[src/hdl/stl_pkg.sv]
// Package for the source text lexer: lexer modes, token kinds, error codes,
// character codes, the result item type and the result queue sizes.
// No dependencies.
package stl_pkg;

  // Lexer modes between input items.
  typedef enum logic [3:0] {
    MODE_IDLE    = 4'd0,
    MODE_COMMENT = 4'd1,
    MODE_AT      = 4'd2,
    MODE_COLON   = 4'd3,
    MODE_INT     = 4'd4,
    MODE_IDENT   = 4'd5,
    MODE_STRING  = 4'd6,
    MODE_ESCAPE  = 4'd7,
    MODE_ERROR   = 4'd8
  } lex_mode_e;

  // Token kinds; kinds 0 to 8 are the single-character punctuators.
  localparam logic [4:0] KIND_SEMI        = 5'd0;
  localparam logic [4:0] KIND_EQUALS      = 5'd1;
  localparam logic [4:0] KIND_CARET       = 5'd2;
  localparam logic [4:0] KIND_LBRACE      = 5'd3;
  localparam logic [4:0] KIND_RBRACE      = 5'd4;
  localparam logic [4:0] KIND_LPAREN      = 5'd5;
  localparam logic [4:0] KIND_RPAREN      = 5'd6;
  localparam logic [4:0] KIND_LBRACKET    = 5'd7;
  localparam logic [4:0] KIND_RBRACKET    = 5'd8;
  localparam logic [4:0] KIND_AT          = 5'd9;
  localparam logic [4:0] KIND_ATAT        = 5'd10;
  localparam logic [4:0] KIND_COLON       = 5'd11;
  localparam logic [4:0] KIND_COLONCOLON  = 5'd12;
  localparam logic [4:0] KIND_INT         = 5'd13;
  localparam logic [4:0] KIND_IDENT       = 5'd14;
  localparam logic [4:0] KIND_STRING      = 5'd15;
  localparam logic [4:0] KIND_END         = 5'd16;

  // Error codes.
  localparam logic [2:0] ERR_NONE       = 3'd0;
  localparam logic [2:0] ERR_INT_RANGE  = 3'd1;
  localparam logic [2:0] ERR_NO_DIGITS  = 3'd2;
  localparam logic [2:0] ERR_LONG_IDENT = 3'd3;
  localparam logic [2:0] ERR_UNTERM     = 3'd4;
  localparam logic [2:0] ERR_LONG_STR   = 3'd5;
  localparam logic [2:0] ERR_BAD_ESCAPE = 3'd6;
  localparam logic [2:0] ERR_BAD_CHAR   = 3'd7;

  // Character codes.
  localparam logic [7:0] CH_NEWLINE   = 8'h0A;
  localparam logic [7:0] CH_SPACE     = 8'h20;
  localparam logic [7:0] CH_QUOTE     = 8'h22;
  localparam logic [7:0] CH_HASH      = 8'h23;
  localparam logic [7:0] CH_LPAREN    = 8'h28;
  localparam logic [7:0] CH_RPAREN    = 8'h29;
  localparam logic [7:0] CH_MINUS     = 8'h2D;
  localparam logic [7:0] CH_ZERO      = 8'h30;
  localparam logic [7:0] CH_NINE      = 8'h39;
  localparam logic [7:0] CH_COLON     = 8'h3A;
  localparam logic [7:0] CH_SEMI      = 8'h3B;
  localparam logic [7:0] CH_EQUALS    = 8'h3D;
  localparam logic [7:0] CH_AT        = 8'h40;
  localparam logic [7:0] CH_UPPER_A   = 8'h41;
  localparam logic [7:0] CH_UPPER_Z   = 8'h5A;
  localparam logic [7:0] CH_LBRACKET  = 8'h5B;
  localparam logic [7:0] CH_BACKSLASH = 8'h5C;
  localparam logic [7:0] CH_RBRACKET  = 8'h5D;
  localparam logic [7:0] CH_CARET     = 8'h5E;
  localparam logic [7:0] CH_LOWER_A   = 8'h61;
  localparam logic [7:0] CH_LOWER_N   = 8'h6E;
  localparam logic [7:0] CH_LOWER_Z   = 8'h7A;
  localparam logic [7:0] CH_LBRACE    = 8'h7B;
  localparam logic [7:0] CH_RBRACE    = 8'h7D;

  // Body length limits, in characters.
  localparam logic [7:0] MAX_IDENT_LEN  = 8'd40;
  localparam logic [7:0] MAX_STRING_LEN = 8'd200;

  // Result queue: two results per item at most, so four entries let an
  // item be taken while up to two finished results still wait.
  localparam int unsigned RES_DEPTH = 4;
  localparam int unsigned RES_PTR_W = 2;
  localparam int unsigned RES_CNT_W = 3;

  // One result item.
  typedef struct packed {
    logic [4:0]  kind;
    logic        done;
    logic [31:0] int_value;
    logic        char_valid;
    logic [7:0]  text_char;
    logic [2:0]  err;
    logic        last;
  } result_t;

endpackage

[src/hdl/source_text_lexer.sv]
// Source text lexer top level: one byte or end-of-text item in, token
// results out through a four-entry result queue.
// Depends on stl_pkg.
//
//  Channel | Direction | Handshake                 | Payload
//  --------+-----------+---------------------------+---------------------------------
//  input   | in        | in_valid_i / in_stall_o   | action_i, text_byte_i
//  output  | out       | out_valid_o / out_stall_i | token_kind_o .. error_code_o, last_o
//
// One item is taken per cycle while the input is not stalled; its results are computed
// in the same cycle and written to the result queue, which hands out one result per cycle
// while out_stall_i is low. Items with two results therefore take two queue entries; the
// queue lets the input run ahead while results wait.
// The input stalls while three or more results are queued.
// Reset is asynchronous and active low; it clears the mode, the lexer
// state and the queue pointers.
module source_text_lexer (
  input  logic               clk_i,
  input  logic               rst_ni,
  input  logic               in_valid_i,
  output logic               in_stall_o,
  input  logic               action_i,
  input  logic [7:0]         text_byte_i,
  output logic               out_valid_o,
  input  logic               out_stall_i,
  output logic [4:0]         token_kind_o,
  output logic               token_done_o,
  output logic signed [31:0] int_value_o,
  output logic               text_char_valid_o,
  output logic [7:0]         text_char_o,
  output logic [2:0]         error_code_o,
  output logic               last_o
);

  localparam int unsigned RES_CNT_W = stl_pkg::RES_CNT_W;
  localparam int unsigned RES_PTR_W = stl_pkg::RES_PTR_W;

  // Lexer state.
  stl_pkg::lex_mode_e mode_q, mode_d;
  logic [30:0] acc_q, acc_d;
  logic        minus_q, minus_d;
  logic        digit_q, digit_d;
  logic [7:0]  cnt_q, cnt_d;
  logic [2:0]  err_q, err_d;

  // Result queue.
  stl_pkg::result_t                  res_mem [stl_pkg::RES_DEPTH];
  logic [stl_pkg::RES_PTR_W-1:0]     wr_ptr_q, rd_ptr_q;
  logic [stl_pkg::RES_CNT_W-1:0]     count_q, count_d;

  // Handshakes.
  logic in_acc;
  logic out_acc;

  // Byte classification.
  logic       is_dig, is_let, is_ws, is_punct, is_body;
  logic [4:0] punct_kind;

  // Digit accumulation.
  logic [30:0] acc_base;
  logic [3:0]  digit_val;
  logic [34:0] prod;
  logic        ovf;
  logic [31:0] int_mag;
  logic [31:0] int_signed;

  // Results of this item.
  logic              relex;
  logic              pre_v, main_v;
  stl_pkg::result_t  pre_r, main_r;
  stl_pkg::result_t  res0, res1;
  logic [1:0]        n_push;

  function automatic stl_pkg::result_t mk_res(logic [4:0] kind, logic done,
                                              logic [31:0] ival, logic cvalid,
                                              logic [7:0] ch, logic [2:0] err);
    stl_pkg::result_t r;
    r.kind       = kind;
    r.done       = done;
    r.int_value  = ival;
    r.char_valid = cvalid;
    r.text_char  = ch;
    r.err        = err;
    r.last       = 1'b0;
    return r;
  endfunction

  assign in_stall_o  = (count_q >= RES_CNT_W'(3));
  assign in_acc      = in_valid_i && !in_stall_o;
  assign out_valid_o = (count_q != '0);
  assign out_acc     = out_valid_o && !out_stall_i;

  // Classify the incoming byte.
  always_comb begin
    is_dig   = (text_byte_i >= stl_pkg::CH_ZERO) && (text_byte_i <= stl_pkg::CH_NINE);
    is_let   = ((text_byte_i >= stl_pkg::CH_LOWER_A) && (text_byte_i <= stl_pkg::CH_LOWER_Z))
            || ((text_byte_i >= stl_pkg::CH_UPPER_A) && (text_byte_i <= stl_pkg::CH_UPPER_Z));
    is_ws    = (text_byte_i == stl_pkg::CH_SPACE) || (text_byte_i == stl_pkg::CH_NEWLINE);
    is_body  = is_dig || is_let;
    is_punct = 1'b1;
    case (text_byte_i)
      stl_pkg::CH_SEMI:     punct_kind = stl_pkg::KIND_SEMI;
      stl_pkg::CH_EQUALS:   punct_kind = stl_pkg::KIND_EQUALS;
      stl_pkg::CH_CARET:    punct_kind = stl_pkg::KIND_CARET;
      stl_pkg::CH_LBRACE:   punct_kind = stl_pkg::KIND_LBRACE;
      stl_pkg::CH_RBRACE:   punct_kind = stl_pkg::KIND_RBRACE;
      stl_pkg::CH_LPAREN:   punct_kind = stl_pkg::KIND_LPAREN;
      stl_pkg::CH_RPAREN:   punct_kind = stl_pkg::KIND_RPAREN;
      stl_pkg::CH_LBRACKET: punct_kind = stl_pkg::KIND_LBRACKET;
      stl_pkg::CH_RBRACKET: punct_kind = stl_pkg::KIND_RBRACKET;
      default: begin
        punct_kind = stl_pkg::KIND_SEMI;
        is_punct   = 1'b0;
      end
    endcase
  end

  // Decimal accumulation: acc * 10 + digit, built from two shifts.
  assign acc_base   = (mode_q == stl_pkg::MODE_INT) ? acc_q : '0;
  assign digit_val  = 4'(text_byte_i - stl_pkg::CH_ZERO);
  assign prod       = 35'({acc_base, 3'b000}) + 35'({acc_base, 1'b0}) + 35'(digit_val);
  assign ovf        = |prod[34:31];
  assign int_mag    = {1'b0, acc_q};
  assign int_signed = minus_q ? (32'd0 - int_mag) : int_mag;

  // A byte that ends a pending token, or arrives between tokens, is
  // lexed again from the idle mode in the same cycle.
  always_comb begin
    relex = 1'b0;
    if (!action_i) begin
      unique case (mode_q)
        stl_pkg::MODE_COMMENT, stl_pkg::MODE_STRING,
        stl_pkg::MODE_ESCAPE, stl_pkg::MODE_ERROR: relex = 1'b0;
        stl_pkg::MODE_AT:    relex = (text_byte_i != stl_pkg::CH_AT);
        stl_pkg::MODE_COLON: relex = (text_byte_i != stl_pkg::CH_COLON);
        stl_pkg::MODE_INT:   relex = !is_dig && digit_q;
        stl_pkg::MODE_IDENT: relex = !is_body;
        default:             relex = 1'b1;
      endcase
    end
  end

  // Next lexer state.
  always_comb begin
    mode_d  = mode_q;
    acc_d   = acc_q;
    minus_d = minus_q;
    digit_d = digit_q;
    cnt_d   = cnt_q;
    err_d   = err_q;
    if (action_i) begin
      // End of text returns the lexer to its reset state.
      mode_d  = stl_pkg::MODE_IDLE;
      acc_d   = '0;
      minus_d = 1'b0;
      digit_d = 1'b0;
      cnt_d   = '0;
      err_d   = stl_pkg::ERR_NONE;
    end else begin
      unique case (mode_q)
        stl_pkg::MODE_COMMENT: begin
          if (text_byte_i == stl_pkg::CH_NEWLINE) mode_d = stl_pkg::MODE_IDLE;
        end
        stl_pkg::MODE_AT, stl_pkg::MODE_COLON: begin
          mode_d = stl_pkg::MODE_IDLE;
        end
        stl_pkg::MODE_INT: begin
          if (is_dig) begin
            digit_d = 1'b1;
            if (ovf) begin
              mode_d = stl_pkg::MODE_ERROR;
              err_d  = stl_pkg::ERR_INT_RANGE;
            end else begin
              acc_d = prod[30:0];
            end
          end else if (!digit_q) begin
            mode_d = stl_pkg::MODE_ERROR;
            err_d  = stl_pkg::ERR_NO_DIGITS;
          end else begin
            mode_d = stl_pkg::MODE_IDLE;
          end
        end
        stl_pkg::MODE_IDENT: begin
          if (is_body) begin
            if (cnt_q >= stl_pkg::MAX_IDENT_LEN) begin
              mode_d = stl_pkg::MODE_ERROR;
              err_d  = stl_pkg::ERR_LONG_IDENT;
            end else begin
              cnt_d = cnt_q + 8'd1;
            end
          end else begin
            mode_d = stl_pkg::MODE_IDLE;
          end
        end
        stl_pkg::MODE_STRING: begin
          if (text_byte_i == stl_pkg::CH_QUOTE) begin
            mode_d = stl_pkg::MODE_IDLE;
          end else if (cnt_q >= stl_pkg::MAX_STRING_LEN) begin
            mode_d = stl_pkg::MODE_ERROR;
            err_d  = stl_pkg::ERR_LONG_STR;
          end else if (text_byte_i == stl_pkg::CH_BACKSLASH) begin
            mode_d = stl_pkg::MODE_ESCAPE;
          end else begin
            cnt_d = cnt_q + 8'd1;
          end
        end
        stl_pkg::MODE_ESCAPE: begin
          if ((text_byte_i == stl_pkg::CH_QUOTE) || (text_byte_i == stl_pkg::CH_BACKSLASH)
              || (text_byte_i == stl_pkg::CH_LOWER_N)) begin
            mode_d = stl_pkg::MODE_STRING;
            cnt_d  = cnt_q + 8'd1;
          end else begin
            mode_d = stl_pkg::MODE_ERROR;
            err_d  = stl_pkg::ERR_BAD_ESCAPE;
          end
        end
        default: begin
        end
      endcase

      // Start of a new token from the idle mode.
      if (relex && !is_ws && !is_punct) begin
        if (text_byte_i == stl_pkg::CH_HASH) begin
          mode_d = stl_pkg::MODE_COMMENT;
        end else if (text_byte_i == stl_pkg::CH_QUOTE) begin
          mode_d = stl_pkg::MODE_STRING;
          cnt_d  = '0;
        end else if (text_byte_i == stl_pkg::CH_AT) begin
          mode_d = stl_pkg::MODE_AT;
        end else if (text_byte_i == stl_pkg::CH_COLON) begin
          mode_d = stl_pkg::MODE_COLON;
        end else if (is_dig || (text_byte_i == stl_pkg::CH_MINUS)) begin
          mode_d  = stl_pkg::MODE_INT;
          minus_d = (text_byte_i == stl_pkg::CH_MINUS);
          digit_d = is_dig;
          acc_d   = is_dig ? prod[30:0] : '0;
        end else if (is_let) begin
          mode_d = stl_pkg::MODE_IDENT;
          cnt_d  = 8'd1;
        end else begin
          mode_d = stl_pkg::MODE_ERROR;
          err_d  = stl_pkg::ERR_BAD_CHAR;
        end
      end
    end
  end

  // Results of this item: an optional completion of the pending token,
  // then at most one result from the byte itself.
  always_comb begin
    pre_v  = 1'b0;
    pre_r  = '0;
    main_v = 1'b0;
    main_r = '0;
    if (action_i) begin
      main_v = 1'b1;
      main_r = mk_res(stl_pkg::KIND_END, 1'b1, '0, 1'b0, '0, err_q);
      unique case (mode_q)
        stl_pkg::MODE_AT: begin
          pre_v = 1'b1;
          pre_r = mk_res(stl_pkg::KIND_AT, 1'b1, '0, 1'b0, '0, stl_pkg::ERR_NONE);
        end
        stl_pkg::MODE_COLON: begin
          pre_v = 1'b1;
          pre_r = mk_res(stl_pkg::KIND_COLON, 1'b1, '0, 1'b0, '0, stl_pkg::ERR_NONE);
        end
        stl_pkg::MODE_INT: begin
          if (digit_q) begin
            pre_v = 1'b1;
            pre_r = mk_res(stl_pkg::KIND_INT, 1'b1, int_signed, 1'b0, '0,
                           stl_pkg::ERR_NONE);
          end else begin
            main_r.err = stl_pkg::ERR_NO_DIGITS;
          end
        end
        stl_pkg::MODE_IDENT: begin
          pre_v = 1'b1;
          pre_r = mk_res(stl_pkg::KIND_IDENT, 1'b1, '0, 1'b0, '0, stl_pkg::ERR_NONE);
        end
        stl_pkg::MODE_STRING: main_r.err = stl_pkg::ERR_UNTERM;
        stl_pkg::MODE_ESCAPE: main_r.err = stl_pkg::ERR_BAD_ESCAPE;
        default: begin
        end
      endcase
    end else begin
      unique case (mode_q)
        stl_pkg::MODE_AT: begin
          pre_v = 1'b1;
          pre_r = mk_res(relex ? stl_pkg::KIND_AT : stl_pkg::KIND_ATAT, 1'b1, '0, 1'b0,
                         '0, stl_pkg::ERR_NONE);
        end
        stl_pkg::MODE_COLON: begin
          pre_v = 1'b1;
          pre_r = mk_res(relex ? stl_pkg::KIND_COLON : stl_pkg::KIND_COLONCOLON, 1'b1,
                         '0, 1'b0, '0, stl_pkg::ERR_NONE);
        end
        stl_pkg::MODE_INT: begin
          if (is_dig) begin
            if (ovf) begin
              main_v = 1'b1;
              main_r = mk_res(stl_pkg::KIND_SEMI, 1'b0, '0, 1'b0, '0,
                              stl_pkg::ERR_INT_RANGE);
            end
          end else if (!digit_q) begin
            main_v = 1'b1;
            main_r = mk_res(stl_pkg::KIND_SEMI, 1'b0, '0, 1'b0, '0, stl_pkg::ERR_NO_DIGITS);
          end else begin
            pre_v = 1'b1;
            pre_r = mk_res(stl_pkg::KIND_INT, 1'b1, int_signed, 1'b0, '0,
                           stl_pkg::ERR_NONE);
          end
        end
        stl_pkg::MODE_IDENT: begin
          if (is_body) begin
            main_v = 1'b1;
            if (cnt_q >= stl_pkg::MAX_IDENT_LEN) begin
              main_r = mk_res(stl_pkg::KIND_SEMI, 1'b0, '0, 1'b0, '0,
                              stl_pkg::ERR_LONG_IDENT);
            end else begin
              main_r = mk_res(stl_pkg::KIND_IDENT, 1'b0, '0, 1'b1, text_byte_i,
                              stl_pkg::ERR_NONE);
            end
          end else begin
            pre_v = 1'b1;
            pre_r = mk_res(stl_pkg::KIND_IDENT, 1'b1, '0, 1'b0, '0, stl_pkg::ERR_NONE);
          end
        end
        stl_pkg::MODE_STRING: begin
          if (text_byte_i == stl_pkg::CH_QUOTE) begin
            main_v = 1'b1;
            main_r = mk_res(stl_pkg::KIND_STRING, 1'b1, '0, 1'b0, '0, stl_pkg::ERR_NONE);
          end else if (cnt_q >= stl_pkg::MAX_STRING_LEN) begin
            main_v = 1'b1;
            main_r = mk_res(stl_pkg::KIND_SEMI, 1'b0, '0, 1'b0, '0, stl_pkg::ERR_LONG_STR);
          end else if (text_byte_i != stl_pkg::CH_BACKSLASH) begin
            main_v = 1'b1;
            main_r = mk_res(stl_pkg::KIND_STRING, 1'b0, '0, 1'b1, text_byte_i,
                            stl_pkg::ERR_NONE);
          end
        end
        stl_pkg::MODE_ESCAPE: begin
          main_v = 1'b1;
          if ((text_byte_i == stl_pkg::CH_QUOTE) || (text_byte_i == stl_pkg::CH_BACKSLASH)) begin
            main_r = mk_res(stl_pkg::KIND_STRING, 1'b0, '0, 1'b1, text_byte_i,
                            stl_pkg::ERR_NONE);
          end else if (text_byte_i == stl_pkg::CH_LOWER_N) begin
            main_r = mk_res(stl_pkg::KIND_STRING, 1'b0, '0, 1'b1, stl_pkg::CH_NEWLINE,
                            stl_pkg::ERR_NONE);
          end else begin
            main_r = mk_res(stl_pkg::KIND_SEMI, 1'b0, '0, 1'b0, '0,
                            stl_pkg::ERR_BAD_ESCAPE);
          end
        end
        default: begin
        end
      endcase

      // Result of the byte lexed from the idle mode.
      if (relex && !is_ws) begin
        if (is_punct) begin
          main_v = 1'b1;
          main_r = mk_res(punct_kind, 1'b1, '0, 1'b0, '0, stl_pkg::ERR_NONE);
        end else if (is_let) begin
          main_v = 1'b1;
          main_r = mk_res(stl_pkg::KIND_IDENT, 1'b0, '0, 1'b1, text_byte_i,
                          stl_pkg::ERR_NONE);
        end else if ((text_byte_i != stl_pkg::CH_HASH) && (text_byte_i != stl_pkg::CH_QUOTE)
                     && (text_byte_i != stl_pkg::CH_AT) && (text_byte_i != stl_pkg::CH_COLON)
                     && !is_dig && (text_byte_i != stl_pkg::CH_MINUS)) begin
          main_v = 1'b1;
          main_r = mk_res(stl_pkg::KIND_SEMI, 1'b0, '0, 1'b0, '0, stl_pkg::ERR_BAD_CHAR);
        end
      end
    end
  end

  // Order the results and mark the final one.
  always_comb begin
    res0      = pre_v ? pre_r : main_r;
    res0.last = !(pre_v && main_v);
    res1      = main_r;
    res1.last = 1'b1;
    n_push    = in_acc ? (2'(pre_v) + 2'(main_v)) : 2'd0;
    count_d   = count_q + RES_CNT_W'(n_push) - RES_CNT_W'(out_acc);
  end

  // Lexer state registers.
  always_ff @(posedge clk_i or negedge rst_ni) begin
    if (!rst_ni) begin
      mode_q  <= stl_pkg::MODE_IDLE;
      acc_q   <= '0;
      minus_q <= 1'b0;
      digit_q <= 1'b0;
      cnt_q   <= '0;
      err_q   <= stl_pkg::ERR_NONE;
    end else if (in_acc) begin
      mode_q  <= mode_d;
      acc_q   <= acc_d;
      minus_q <= minus_d;
      digit_q <= digit_d;
      cnt_q   <= cnt_d;
      err_q   <= err_d;
    end
  end

  // Result queue pointers and fill count.
  always_ff @(posedge clk_i or negedge rst_ni) begin
    if (!rst_ni) begin
      wr_ptr_q <= '0;
      rd_ptr_q <= '0;
      count_q  <= '0;
    end else begin
      wr_ptr_q <= wr_ptr_q + RES_PTR_W'(n_push);
      rd_ptr_q <= rd_ptr_q + RES_PTR_W'(out_acc);
      count_q  <= count_d;
    end
  end

  // Result queue storage; payload needs no reset.
  always_ff @(posedge clk_i) begin
    if (n_push != 2'd0) begin
      res_mem[wr_ptr_q] <= res0;
    end
    if (n_push == 2'd2) begin
      res_mem[wr_ptr_q + RES_PTR_W'(1)] <= res1;
    end
  end

  // Head of the queue drives the output fields.
  assign token_kind_o      = res_mem[rd_ptr_q].kind;
  assign token_done_o      = res_mem[rd_ptr_q].done;
  assign int_value_o       = res_mem[rd_ptr_q].int_value;
  assign text_char_valid_o = res_mem[rd_ptr_q].char_valid;
  assign text_char_o       = res_mem[rd_ptr_q].text_char;
  assign error_code_o      = res_mem[rd_ptr_q].err;
  assign last_o            = res_mem[rd_ptr_q].last;

  // The queue never holds more results than it has entries.
  assert property (@(posedge clk_i) disable iff (!rst_ni)
    count_q <= RES_CNT_W'(stl_pkg::RES_DEPTH))
    else $error("result queue overfilled");

  // Once an error is held, text bytes leave the lexer in the error mode.
  assert property (@(posedge clk_i) disable iff (!rst_ni)
    (in_acc && !action_i && (mode_q == stl_pkg::MODE_ERROR))
      |=> (mode_q == stl_pkg::MODE_ERROR))
    else $error("error mode left before end of text");

  // End of text returns the lexer to idle with no held error.
  assert property (@(posedge clk_i) disable iff (!rst_ni)
    (in_acc && action_i) |=> ((mode_q == stl_pkg::MODE_IDLE) && (err_q == stl_pkg::ERR_NONE)))
    else $error("lexer not cleared after end of text");

  // An error result never completes a token, but for the end result, which is always complete.
  assert property (@(posedge clk_i) disable iff (!rst_ni)
    (out_valid_o && (error_code_o != stl_pkg::ERR_NONE))
      |-> (token_done_o == (token_kind_o == stl_pkg::KIND_END)))
    else $error("error result with wrong completion flag");

endmodule
[config.mk]
export PLATFORM = sky130hd
export DESIGN_NAME = source_text_lexer
export DESIGN_NICKNAME = d
export VERILOG_FILES = /design/src/hdl/stl_pkg.sv /design/src/hdl/source_text_lexer.sv
export SDC_FILE = /design/constraint.sdc
export NUM_CORES = 1
export LEC_CHECK = 0
export ABC_AREA = 1
export BUFFER_PORTS_ARGS = -buffer_cell sky130_fd_sc_hd__buf_2
export CAP_MARGIN = 20
export CORE_MARGIN = 2
export CORE_UTILIZATION = 40
export DETAILED_ROUTE_END_ITERATION = 10
export PLACE_DENSITY = 0.64
export SKIP_CTS_REPAIR_TIMING = 1
export SYNTH_ARGS = -nofsm -noshare
export SYNTH_HDL_FRONTEND = slang
export SYNTH_SLANG_ARGS = --single-unit
[constraint.sdc]
create_clock -name clk_i -period 7.93 [get_ports clk_i]
set_input_delay 1.1895 -clock clk_i [delete_from_list [all_inputs] [get_ports clk_i]]
set_output_delay 1.1895 -clock clk_i [all_outputs]
set_load 0.005 [all_outputs]
# Yosys cells after proc, flatten, opt, wreduce, memory -nomap -nowiden
# Memory sizes are Yosys's and may differ from the RTL's.
# Index checks and enable logic that the tools add are counted.
# op_classes
n_eq_ne	41
reduce_logical	39
n_lt_le_gt_ge	9
n_mux	134
add_sub_neg	11
# op_table
operator	n
50-bit 2-to-1 mux	10
51-bit 2-to-1 mux	8
50-bit one-hot mux with 4 select lines	2
31-bit 2-to-1 mux	12
51-bit one-hot mux with 4 select lines	1
8-bit 2-to-1 mux	14
8-bit by 6-bit == test with 1-bit output, second input constant	9
4-bit 2-to-1 mux	18
8-bit by 7-bit == test with 1-bit output, second input constant	8
3-bit 2-to-1 mux	18
1-bit 2-to-1 mux	38
34-bit by 32-bit adder with 35-bit output	1
35-bit by 4-bit adder with 35-bit output	1
32-bit 2-to-1 mux	1
8-bit by 6-bit inequality test with 1-bit output, second input constant	4
4-bit one-hot mux with 8 select lines	1
1-bit by 31-bit subtractor with 32-bit output, first input constant	1
4-bit one-hot mux with 6 select lines	1
8-bit one-hot mux with 3 select lines	1
4-bit by 3-bit == test with 1-bit output, second input constant	4
8-bit by 6-bit >= comparator with 1-bit output, second input constant	2
8-bit by 7-bit >= comparator with 1-bit output, second input constant	2
8-bit by 7-bit less-or-equal comparator with 1-bit output, second input constant	2
8-bit by 7-bit inequality test with 1-bit output, second input constant	2
40 further kinds	73
# totals
elab_cells	244
ramBits	204
n_memories	1
output_inout_bits	53
reg_bits	55
# memory_table
name	words	width	rd	rd_ports_with_merged_regs	write_ports	line	rtl
res_mem	4	51	1	0	2	source_text_lexer.sv:47	stl_pkg::result_t res_mem [stl_pkg::RES_DEPTH];

# Logic depth before layout (Yosys ltp)
# depth
depth_word	18
depth_mapped	35
depth_no_buf	34

# Least setup slack after synthesis
# Ideal clock, no wire load.
# synth_timing
path_type	input -> register
start	input text_byte_i[3]
end	memory res_mem[3][12] (netlist bit), data pin
path_buffers	2
arrival_time_ns	5.243
slack_ns	2.544
setup_ns	0.144
t_required_ns	7.786
cell_stages	28
cell_sequence	buf_2 > xor2_1 > inv_1 > ha_1 > inv_1 > fa_1 > inv_1 > nand2_1 > nand3_1 > nand2_1 > nand2_1 > nand2_1 > nand3_1 > nand2_1 > nor2_1 > nand2_1 > nand2_1 > o2111ai_1 > ha_1 > inv_1 > nor2_1 > nor2_1 > nor2_1 > nor2_1 > inv_1 > nand2_1 > buf_2 > nor2_1
# synth_lines
item	line	rtl
start: declaration	source_text_lexer.sv:23	input logic [7:0] text_byte_i,
end: declaration	source_text_lexer.sv:47	

==> flow_results.xml <==
<?xml version="1.0" encoding="UTF-8"?>
<metrics>
  <group name="final_layout">
    <metric name="multiInputGateArea" unit="um^2">8410</metric>
    <metric name="area_growth" unit="%">9.95</metric>
    <metric name="register_area" unit="um^2">6180</metric>
    <metric name="net_count_final" unit="">2304</metric>
    <metric name="drive_gt1_frac" unit="">0.0809</metric>
    <metric name="filler_cell_count" unit="">4012</metric>
    <metric name="finish.utilization" unit="">0.447</metric>
    <metric name="insertedDiodeCount" unit="">0</metric>
  </group>
  <group name="placement">
    <metric name="place.detailed.hpwl" unit="um">33700</metric>
    <metric name="quantity_of_i_o_buffers_inserted_on_ports" unit="">65</metric>
    <metric name="routabilityCongestion" unit="">0.924</metric>
  </group>
  <group name="cts">
    <metric name="clkLatencyLatePin" unit="ns">0.55</metric>
    <metric name="cts_buffers" unit="">27</metric>
    <metric name="cts_root_buf" unit="">clkbuf_16</metric>
    <metric name="h-tree-depth" unit="">1</metric>
    <metric name="clk_pin_slew" unit="ns">0.07</metric>
    <metric name="max-clock-path-buffers" unit="">3</metric>
    <metric name="tritoncts_clock_tree" unit="">done</metric>
    <metric name="tritoncts_sink_count" unit="">259</metric>
  </group>
  <group name="route">
    <metric name="routed_wirelength" unit="um">47300</metric>
    <metric name="vias" unit="">14729</metric>
    <metric name="drt-initial-drc-count" unit="">1407</metric>
    <metric name="antenna_left" unit="">0</metric>
    <metric name="remaining_drc_errors" unit="">0</metric>
    <metric name="average_via_count_per_standard_cell" unit="">5.34</metric>
    <metric name="detail_route.wl_per_cell" unit="um">17.2</metric>
    <metric name="first_pass_iters" unit="">5</metric>
  </group>
  <group name="hold_path">
    <metric name="worstHoldPathCells" unit="">2</metric>
    <metric name="holdCritPathClass" unit="">flip-flop to flip-flop</metric>
  </group>
  <group name="global_route">
    <metric name="maximum_number_of_pins_on_one_net_before_global_route_repair" unit="">104</metric>
    <metric name="number_of_global_route_vias_before_repair" unit="">14144</metric>
    <metric name="grt_antenna_before_repair" unit="">0</metric>
    <metric name="grt_overflow" unit="">0</metric>
    <metric name="gr-usage-all-layers" unit="">0.229</metric>
    <metric name="grt_pass1_wl" unit="um">76600</metric>
  </group>
  <group name="setup_path">
    <metric name="setup.worst_path.end_class" unit="">flip-flop</metric>
    <metric name="cp_common_cell" unit="">nand2_1</metric>
    <metric name="worst_path_max_delay_cell" unit="">nand2_1</metric>
    <metric name="reg2regPathDepth" unit="">29</metric>
    <metric name="critPathKind" unit="">flip-flop to flip-flop</metric>
    <metric name="worst-endpoint-required" unit="ns">8.28</metric>
    <metric name="kind_of_launch_point_of_the_worst_setup_path" unit="">flip-flop</metric>
    <metric name="worstPathMaxFanout" unit="">32</metric>
    <metric name="timing.critical_path.slowest_cell_delay" unit="ns">0.56</metric>
    <metric name="timing.critical_path.depth" unit="">29</metric>
    <metric name="ff2ff_setup_slack" unit="ns">1.43</metric>
    <metric name="critPathBufInv" unit="">6</metric>
    <metric name="arrival" unit="ns">6.85</metric>
    <metric name="cpLargestDelayFamily" unit="">simple AND/OR/NAND/NOR gates</metric>
  </group>
  <group name="logic_synthesis">
    <metric name="most_repeated_cell_in_the_gate_level_netlist_after_synthesis" unit="">nand2_1</metric>
    <metric name="synth_largest_area_cell" unit="">dfxtp_1</metric>
    <metric name="yosys_register_bits" unit="">259</metric>
    <metric name="synthCells" unit="">2197</metric>
    <metric name="ys_seq_area_frac" unit="">0.393</metric>
    <metric name="synthFlopType" unit="">dfxtp_1</metric>
    <metric name="synth-edff-count" unit="">72</metric>
    <metric name="synth_top_area_frac" unit="">0.168</metric>
    <metric name="top_cells_by_area_in_the_synthesized_netlist" unit="">dfxtp_1 (17%), edfxtp_1 (14%), nand2_1 (14%)</metric>
    <metric name="synth_warn" unit="">0</metric>
    <metric name="ys_async_sr_fraction" unit="">0.212</metric>
    <metric name="mappedNetlistNets" unit="">2282</metric>
    <metric name="synthesis.area_per_instance" unit="um^2">7.17</metric>
    <metric name="synth_cell_types" unit="">53</metric>
    <metric name="syn_area" unit="um^2">15700</metric>
    <metric name="yosys-top-cells-count" unit="">nand2_1 (571), nor2_1 (315), o21ai_0 (245)</metric>
  </group>
  <group name="pwr">
    <metric name="ir_worst_vdd" unit="uV">239</metric>
    <metric name="cellPowerDensity" unit="nW/um^2">276</metric>
    <metric name="cellLeakagePower" unit="nW">7.82</metric>
    <metric name="power" unit="mW">4.79</metric>
  </group>
  <group name="sta">
    <metric name="rsz0062_at_grt" unit="">false</metric>
    <metric name="ratio_of_final_minimum_period_to_clock_period" unit="">0.819</metric>
    <metric name="report.final.slew_viol_count" unit="">0</metric>
    <metric name="finalSetupTns" unit="ns">0</metric>
    <metric name="worst_pin_slew" unit="ns">1.08</metric>
    <metric name="fin_hold_ws" unit="ns">0.450</metric>
    <metric name="hold_viol" unit="">0</metric>
    <metric name="setup-violations-final" unit="">0</metric>
    <metric name="fmax" unit="MHz">154</metric>
    <metric name="timing.final.crit_period" unit="ns">6.50</metric>
    <metric name="timing.clock.skew" unit="ns">0.00998</metric>
    <metric name="slew_headroom" unit="">0.281</metric>
  </group>
  <group name="floorplanning">
    <metric name="design.portCount" unit="">66</metric>
    <metric name="initial_utilization" unit="">0.406</metric>
    <metric name="die_area" unit="um^2">41000</metric>
    <metric name="placement_rows" unit="">72</metric>
    <metric name="placeableCoreArea" unit="um^2">38700</metric>
    <metric name="die-width" unit="um">202</metric>
    <metric name="die-height" unit="um">202</metric>
  </group>
  <group name="outcome">
    <metric name="run_status" unit="">completed</metric>
  </group>
  <group name="run">
    <metric name="timing.max_cap.violations" unit="">0</metric>
  </group>
</metrics>
[metrics by stage]
stage	instance area (um^2)	setup slack (ns)	cells
2_1_floorplan	15700	2.54	2197
3_3_place_gp	16500	1.26	2707
3_5_place_dp	16500	1.20	2708
4_1_cts	17300	1.44	2756
5_1_grt	17300	0.822	2756
6_report	17300	1.43	2756
[path summary, 6_finish.rpt]
check | startpoint | end
worst min-delay path | res_mem[2][36] | res_mem[2][36]
worst max register to register | mode_q[1] | res_mem[0][7]
max in group asynchronous | rst_ni | acc_q[26]
worst min register to register | res_mem[2][36] | res_mem[2][36]
worst max-delay path | mode_q[1] | res_mem[0][7]
min in group asynchronous | rst_ni | rd_ptr_q[0]
[sequential cells by signal, indices dropped and copies added, names as in the netlist, 2 cells and up]
| signal | count |
|---|---|
| rd_ptr_q | 2 |
| wr_ptr_q | 2 |
| cnt_q | 8 |
| err_q | 3 |
| acc_q | 31 |
| mode_q | 4 |
| res_mem | 204 |
| count_q | 3 |
[power by group]
| part | leakage, nW | switching (mW) | internal, mW |
|---|---|---|---|
| sequential | 2.48 | 0.0945 | 1.50 |
| combinational | 4.93 | 1.37 | 0.594 |
| clock | 0.408 | 0.529 | 0.689 |
| total | 7.82 | 2.00 | 2.79 |
[logic make-up after synthesis]
group / after synthesis / synth area share
AO/OA/AOI/OAI: 465 / 0.170
XOR/XNOR: 59 / 0.0328
flip-flops: 259 / 0.393
AND/OR/NAND/NOR: 1048 / 0.273
adder cells (fa/ha/maj): 72 / 0.0582
buffers and inverters: 294 / 0.0733
[final cells by class]
cell class	instances	share of cell area
inverters	203	0.0443
flip-flops and latches	259	0.357
repair buffers	84	0.0269
multi-input cells	1644	0.486
clock inverters	11	0.00528
well taps	518	0.0374
clock buffers	37	0.0430
[layout by cell type, fill, tap and decap left out, drive strengths merged, types with 3 or more instances in the layout]
| cell | Yosys | routed |
|---|---|---|
| a21oi | 75 | 75 |
| a22o | 16 | 16 |
| a31oi | 11 | 11 |
| and3 | 3 | 3 |
| buf | 22 | 84 |
| clkbuf | 69 | 37 |
| clkinv | 3 | 11 |
| dfrtp | 55 | 55 |
| dfxtp | 132 | 132 |
| edfxtp | 72 | 72 |
| ha | 70 | 70 |
| inv | 200 | 201 |
| nand2 | 581 | 581 |
| nand3 | 95 | 95 |
| nand4 | 13 | 13 |
| nor2 | 327 | 327 |
| nor3 | 19 | 19 |
| nor4 | 6 | 6 |
| o2111ai | 6 | 6 |
| o211ai | 30 | 30 |
| o21ai | 257 | 257 |
| o21bai | 5 | 5 |
| o221ai | 3 | 3 |
| o22ai | 54 | 54 |
| xnor2 | 17 | 17 |
| xor2 | 42 | 42 |
[per-layer routing]
layer	GRT usage	vias up	wire length, um
li1	-	7312	-
met1	0.325	6950	22400
met2	0.369	406	21400
met3	0.0258	61	2570
met4	0.0594	0	939
met5	0	-	0
[tightest hold or removal path, delay by kind of cell, from the launching register on]
kind,cells,cell delay [ns]
flip-flops,1,0.31
AND/OR/NAND/NOR,2,0.10
(Power assumes the default switching activity.)
